===== config.mk =====
export PLATFORM = sky130hd
export DESIGN_NAME = q4q8_lane
export DESIGN_NICKNAME = d
export VERILOG_FILES = /design/src/rtl/q4q8_pkg.sv /design/src/rtl/q4q8_lane.sv
export SDC_FILE = /design/constraint.sdc
export NUM_CORES = 1
export LEC_CHECK = 0
export BUFFER_PORTS_ARGS = -buffer_cell sky130_fd_sc_hd__buf_2
export CORE_ASPECT_RATIO = 1.75
export CORE_MARGIN = 4
export CORE_UTILIZATION = 59
export CTS_BUF_LIST = sky130_fd_sc_hd__clkbuf_4 sky130_fd_sc_hd__clkbuf_8
export DETAILED_ROUTE_END_ITERATION = 7
export GPL_ROUTABILITY_DRIVEN = 1
export PLACE_DENSITY_LB_ADDON = 0.15
export SYNTH_ARGS = -nofsm -noshare
export SYNTH_HDL_FRONTEND = slang
export SYNTH_SLANG_ARGS = --single-unit

===== constraint.sdc =====
create_clock -name i_clk -period 21.3 [get_ports i_clk]
set_clock_uncertainty 0.05 [all_clocks]
set_input_delay 4.26 -clock i_clk [delete_from_list [all_inputs] [get_ports i_clk]]
set_output_delay 4.26 -clock i_clk [all_outputs]
set_load 0.01 [all_outputs]

===== src/rtl/q4q8_pkg.sv =====
// ----------------------------------------------------------------------------
// q4q8_pkg
// Shared types, constants and float helpers for the 4-bit x 8-bit block dot.
// ----------------------------------------------------------------------------
`default_nettype none

package q4q8_pkg;

    localparam int LANES      = 4;
    localparam int LANE_ELEMS = 8;
    localparam int DATA_W     = 416;
    localparam logic [31:0] QNAN = 32'h7FC0_0000;

    typedef enum logic [2:0] {
        S_IDLE,
        S_LANE,
        S_SCALE_W,
        S_TERM,
        S_TERM_W,
        S_ADD,
        S_ADD_W,
        S_EMIT
    } t_state;

    // value = mant * 2^(expo - 150)
    typedef struct packed {
        logic        sign;
        logic [8:0]  expo;
        logic [23:0] mant;
        logic        inf;
        logic        nan;
    } t_fop;

    // value = x * 2^(er - 174) before normalization to bit 47
    typedef struct packed {
        logic               sign;
        logic signed [12:0] er;
        logic [47:0]        x;
        logic               inf;
        logic               nan;
    } t_fmid;

    function automatic t_fop unpack_half(logic [15:0] h);
        t_fop r;
        r.sign = h[15];
        r.inf  = (h[14:10] == 5'h1F) && (h[9:0] == 10'd0);
        r.nan  = (h[14:10] == 5'h1F) && (h[9:0] != 10'd0);
        if (h[14:10] == 5'd0) begin
            r.expo = 9'd126;
            r.mant = {14'd0, h[9:0]};
        end else begin
            r.expo = 9'({4'd0, h[14:10]} + 9'd125);
            r.mant = {13'd0, 1'b1, h[9:0]};
        end
        return r;
    endfunction

    function automatic t_fop unpack_float(logic [31:0] f);
        t_fop r;
        r.sign = f[31];
        r.inf  = (f[30:23] == 8'hFF) && (f[22:0] == 23'd0);
        r.nan  = (f[30:23] == 8'hFF) && (f[22:0] != 23'd0);
        if (f[30:23] == 8'd0) begin
            r.expo = 9'd1;
            r.mant = {1'b0, f[22:0]};
        end else begin
            r.expo = {1'b0, f[30:23]};
            r.mant = {1'b1, f[22:0]};
        end
        return r;
    endfunction

    function automatic t_fop unpack_int(logic signed [16:0] v);
        t_fop        r;
        logic [16:0] mag;
        mag    = v[16] ? 17'(-v) : 17'(v);
        r.sign = v[16];
        r.expo = 9'd150;
        r.mant = 24'(mag);
        r.inf  = 1'b0;
        r.nan  = 1'b0;
        return r;
    endfunction

    function automatic logic [5:0] lzc48(logic [47:0] x);
        logic [5:0] lz;
        logic       found;
        lz    = 6'd48;
        found = 1'b0;
        for (int i = 0; i < 48; i++) begin
            if (!found && x[47 - i]) begin
                lz    = 6'(i);
                found = 1'b1;
            end
        end
        return lz;
    endfunction

    function automatic t_fmid normalize(t_fmid m);
        t_fmid      r;
        logic [5:0] lz;
        lz   = lzc48(m.x);
        r    = m;
        r.x  = m.x << lz;
        r.er = m.er - $signed({7'd0, lz});
        return r;
    endfunction

    function automatic logic [31:0] round_pack(logic sign, logic signed [12:0] er,
                                               logic [47:0] x);
        logic [12:0] sh_full;
        logic [5:0]  sh;
        logic [47:0] xs;
        logic        st;
        logic [12:0] ee;
        logic [23:0] mant;
        logic        g;
        logic        s;
        logic        rnd;
        logic [24:0] m25;
        logic [35:0] full;
        logic [31:0] r;
        if (er < 13'sd1) begin
            sh_full = 13'(13'sd1 - er);
            sh      = (sh_full > 13'd63) ? 6'd63 : sh_full[5:0];
            xs      = x >> sh;
            st      = ((xs << sh) != x);
            ee      = 13'd1;
        end else begin
            xs = x;
            st = 1'b0;
            ee = 13'(er);
        end
        mant = xs[47:24];
        g    = xs[23];
        s    = (|xs[22:0]) | st;
        rnd  = g & (s | mant[0]);
        m25  = {1'b0, mant} + 25'(rnd);
        full = {13'(ee - 13'd1), 23'd0} + 36'(m25);
        if (x == 48'd0) begin
            r = {sign, 31'd0};
        end else if (full[35:23] >= 13'd255) begin
            r = {sign, 8'hFF, 23'd0};
        end else begin
            r = {sign, full[30:0]};
        end
        return r;
    endfunction

    function automatic logic [31:0] finish(t_fmid m);
        logic [31:0] r;
        if (m.nan) begin
            r = QNAN;
        end else if (m.inf) begin
            r = {m.sign, 8'hFF, 23'd0};
        end else begin
            r = round_pack(m.sign, m.er, m.x);
        end
        return r;
    endfunction

    function automatic logic [31:0] canon_nan(logic [31:0] f);
        logic [31:0] r;
        r = ((f[30:23] == 8'hFF) && (f[22:0] != 23'd0)) ? QNAN : f;
        return r;
    endfunction

endpackage

`default_nettype wire


===== src/rtl/q4q8_lane.sv =====
// ----------------------------------------------------------------------------
// q4q8_lane
// One lane: eight 4-bit x 8-bit products from four code bytes, summed.
// ----------------------------------------------------------------------------
`default_nettype none

module q4q8_lane (
    input  wire logic               i_clk,
    input  wire logic [31:0]        i_codes,
    input  wire logic [63:0]        i_acts,
    output logic signed [14:0]      o_sum
);

    logic signed [14:0] n_sum;
    logic signed [14:0] r_sum;

    always_comb begin
        logic signed [4:0]  w_lo;
        logic signed [4:0]  w_hi;
        logic signed [7:0]  a_lo;
        logic signed [7:0]  a_hi;
        logic signed [12:0] p_lo;
        logic signed [12:0] p_hi;
        n_sum = '0;
        for (int k = 0; k < q4q8_pkg::LANE_ELEMS / 2; k++) begin
            w_lo  = $signed({1'b0, i_codes[8*k +: 4]}) - 5'sd8;
            w_hi  = $signed({1'b0, i_codes[8*k+4 +: 4]}) - 5'sd8;
            a_lo  = $signed(i_acts[16*k +: 8]);
            a_hi  = $signed(i_acts[16*k+8 +: 8]);
            p_lo  = 13'(w_lo) * 13'(a_lo);
            p_hi  = 13'(w_hi) * 13'(a_hi);
            n_sum = n_sum + 15'(p_lo) + 15'(p_hi);
        end
    end

    always_ff @(posedge i_clk) begin
        r_sum <= n_sum;
    end

    assign o_sum = r_sum;

endmodule

`default_nettype wire


# Yosys cells after proc, flatten, opt, wreduce, memory -nomap -nowiden
# Cells that the tools add are included.
# op_classes
addsub	15
n_mul	8
# op_table
cell	count
5-bit by 8-bit multiplier with 13-bit output	8
15-bit by 13-bit adder with 15-bit output	5
4-bit by 4-bit subtractor with 5-bit output, second input constant	8
14-bit by 13-bit adder with 15-bit output	1
13-bit by 13-bit adder with 14-bit output	1
# totals
ff_bits	15
input_bits	97
out_inout_bits	15
elab_cells	24

# Logic depth before layout (Yosys ltp)
# logic_depth
word_depth	9
ltp_mapped	26
mapped_depth_nobuf	25

# Least setup slack after synthesis
# Ideal clock, no wire load.
# synth_timing
path_kind	input port to flip-flop
start	in i_codes[3]
end	reg r_sum[13], in the netlist o_sum[13]
setup_ps	132
arrival_ps	10327
required_time_ps	21118
setup_slack_ps	10791
path_stages	19
n_path_buf	1
cell_sequence	clkbuf_1 > or2_2 > fa_1 > fa_1 > inv_1 > fa_1 > inv_1 > fa_1 > inv_1 > fa_1 > fa_1 > fa_1 > fa_1 > fa_1 > ha_1 > or3_1 > o21ai_0 > a311oi_1 > xor2_1
# synth_between
elab_chain_len	9
# synth_rtl
item	line_no	rtl
from (decl)	q4q8_lane.sv:9	input wire logic [31:0] i_codes,
4-bit by 4-bit subtractor with 5-bit output	q4q8_lane.sv:26	w_lo = $signed({1'b0, i_codes[8*k +: 4]}) - 5'sd8;
5-bit by 8-bit multiplier with 13-bit output	q4q8_lane.sv:30	p_lo = 13'(w_lo) * 13'(a_lo);
13-bit by 13-bit adder with 14-bit output	q4q8_lane.sv:32	n_sum = n_sum + 15'(p_lo) + 15'(p_hi);
14-bit by 13-bit adder with 15-bit output	q4q8_lane.sv:32	
15-bit by 13-bit adder with 15-bit output (5 in a row)	q4q8_lane.sv:32	
net n_sum[13]	q4q8_lane.sv:14	logic signed [14:0] n_sum;
to (signal assigned)	q4q8_lane.sv:37	r_sum <= n_sum;
to (decl)	q4q8_lane.sv:15	logic signed [14:0] r_sum;
# The timed path passes the listed nets, and every way through them passes these cells.

# Final worst setup path
# layout_timing
start	in i_codes[3]
end	reg r_sum[14], in the netlist o_sum[14]
# The elaborated chain is that of the path after synthesis.

==> impl_results.md <==
- Initial DRT Pass Iterations: 7
- Num ports: around 110
- Fillers: 1909
- Via-to-Cell Ratio: approximately 5.0
- Seq cells post-synth: 15
- RSZ-0062 raised after global routing: no
- Core ar.: ~22000 um^2
- FP Rows: ~70
- Ys flop type: dfxtp_1
- Critical Path Slowest Stage Cell: o21ai_0
- First-pass GRT wire length: 49900 um
- Mean post-synth cell area: about 9.9 um^2
- CTS tree: yes
- Number of synthesized flops with an enable pin: 0
- CP Depth: 21
- CP Cell Sequence: buf_2 -> inv_1 -> nand2_1 -> fa_1 -> fa_1 -> inv_1 -> fa_1 -> inv_1 -> fa_1 -> inv_1 -> fa_1 -> fa_1 -> fa_1 -> fa_1 -> fa_1 -> ha_1 -> nand4_1 -> o2bb2ai_1 -> nor3_1 -> o21ai_0 -> xnor2_1
- Max Cap Viol: 0
- FFs w/ async S/R, synth: 0%
- Max Transition Viols Final: 0
- Drc violations: 0
- Area Overhead vs Synth: 7.18%
- Total CTS buffers: 3
- Hold Crit Class: primary input to register
- Final setup violation count: 0
- Cell Area, Synth: 13200 um^2
- Final GP Congestion: between 0.9 and 1
- Worst setup path class: primary input to register
- Initial antenna violation count: 5
- Mapped Nets: ~1900
- Sequential-to-total area share from yosys stat: around 2.3%
- Fmax: 90.3 MHz
- Arrival @ worst endpoint: about 11 ns
- Die height: 206 um
- WP buf/inv: 5
- Synthesized instance count: between 1000 and 1500
- CP peak stage delay: 0.67 ns
- Leading area contributor after synthesis: fa_1
- GRT Total Usage: about 26%
- Die width: about 120 um
- Yosys top cell area share: roughly three fifths
- CP required: 21.40 ns
- Vias in the first global route: about 10000
- Sink Count: 15
- H-tree depth: 1
- Share of layout cells above drive strength 1: 10.1%
- 1st-iter DRT viols: 272
- Wire length per cell: 16.7 um
- Clock slew at reported path FFs: about 0.1 ns
- Starting Density: between 50 and 60%
- Drt total wl: a little under 30000 um
- Critical path's top delay family: adder cells
- Final setup TNS: 0 ns
- Worst path most repeated cell: fa_1
- Largest net degree at the start of global routing: 18
- CP Launch Type: primary input
- Post-CTS resize count: 0
- Crit. Startpoint: i_codes[3]
- Setup Buffers After CTS: 0
- GRT overflow: 0
- Hold buffers post-CTS: 0
- Measured slew at the worst slew-check pin: roughly 0.84 ns
- Min Clock Period, post-route: between 10 and 15 ns
- Max reg flops: 15
- Critical Path End: o_sum[14]
- Outcome: complete, no violations
- Slew HR: between 40% and 50%
- Final Cycle Share: between 50% and 60%
- Yosys Warn Count: 0
- Remaining antenna violation count: 0
- Die Area: 24900 um^2
- Via count: 8739
- Final hold vios: 0
- Synth cell types: 30
- Root buf cell: clkbuf_8
- DP HPWL: around 28000 um
- Setup crit end kind: register
- IO buf count: approximately 110
- Final #Nets: 2016
- Max Root-Sink Buffers: 2
- Ranking of synthesized cells by area: fa_1 60%, inv_1 12%, ha_1 8.4%
- Critical path fanouts, max: 13
## through the flow
stage | utilization (%) | hold WS, ns | instance area [um^2] | setup WS (ns) | instances
6_report | 64.0 | 4.81 | 14100 | 10.23 | 1734
5_1_grt | 64.0 | 4.84 | 14100 | 10.07 | 1731
4_1_cts | 64.0 | 4.81 | 14100 | 10.27 | 1731
3_5_place_dp | 63.8 | 4.60 | 14100 | 9.97 | 1727
3_3_place_gp | 63.8 | 4.61 | 14100 | 10.04 | 1727
2_1_floorplan | - | 4.51 | 13200 | 10.79 | 1329
## layer usage
layer	part of all wire, %	vias to the layer above	global-route usage (%)
met5	0.052	-	0
met1	34	4555	28.2
li1	-	3925	-
met4	3.6	4	7.41
met2	59	190	51.4
met3	3.5	65	2.20
## final cells by class
| cell class | instances | area (um^2) | share of cell area (%) |
|---|---|---|---|
| clock inverter | 1 | 5.00 | 0.0354 |
| multi-input combinational | 889 | 11300 | 79.9 |
| timing repair buffer | 111 | 556 | 3.93 |
| clock buffer | 3 | 41.3 | 0.292 |
| tap | 296 | 370 | 2.62 |
| inverter | 416 | 1560 | 11.1 |
| antenna | 3 | 7.51 | 0.0531 |
| sequential | 15 | 300 | 2.13 |
## synth_stat cells (all sizes together) (2+ instances only)
cell type  instances
or2               29
inv              416
ha                88
nor2b             43
nor2              45
xor2               8
a21oi              8
clkbuf             9
nand3              3
o21a               2
fa               395
o21ai              6
xnor2             29
nand2b            14
dfxtp             15
a21o               2
a311oi             2
nand2             98
and2             108
nor3               2
## layout by cell type, fill, tap and decap left out, drive strengths merged, types with 14 or more instances in the layout
master  netlist  layout
inv         416     416
fa          395     395
buf           0     111
and2        108     108
nand2        98      98
ha           88      88
nor2         45      45
nor2b        43      43
xnor2        29      29
or2          29      29
dfxtp        15      15
nand2b       14      14
## worst min path at each step
stage | startpoint | endpoint | slack (ns) | depth (start not counted)
CTS | i_acts[34] | o_sum[0] | 4.81 | 4
global route | i_acts[34] | o_sum[0] | 4.84 | 4
global placement | o_sum[8] | o_sum[8] | 4.61 | 1
floorplan | o_sum[0] | o_sum[0] | 4.51 | 0
detailed placement | o_sum[12] | o_sum[12] | 4.60 | 1
finish | i_acts[34] | o_sum[0] | 4.81 | 4
## cells by family (layout without fill, tap and decap cells)
kind of cell               Yosys count  in the layout  share of synthesized area [%]
AOI/OAI and AO/OA                   24             24                           1.15
xor gates and xnor gates            37             37                           2.46
and+or+nand+nor                    344            344                           13.6
buffers and inverters              425            531                           12.1
adders and majority gates          484            484                           68.4
DFF                                 15             15                           2.28
other                                0              3                              0
Power is not shown: default switching activity piles up to over one toggle a cycle in this logic, so the estimate is an artifact.
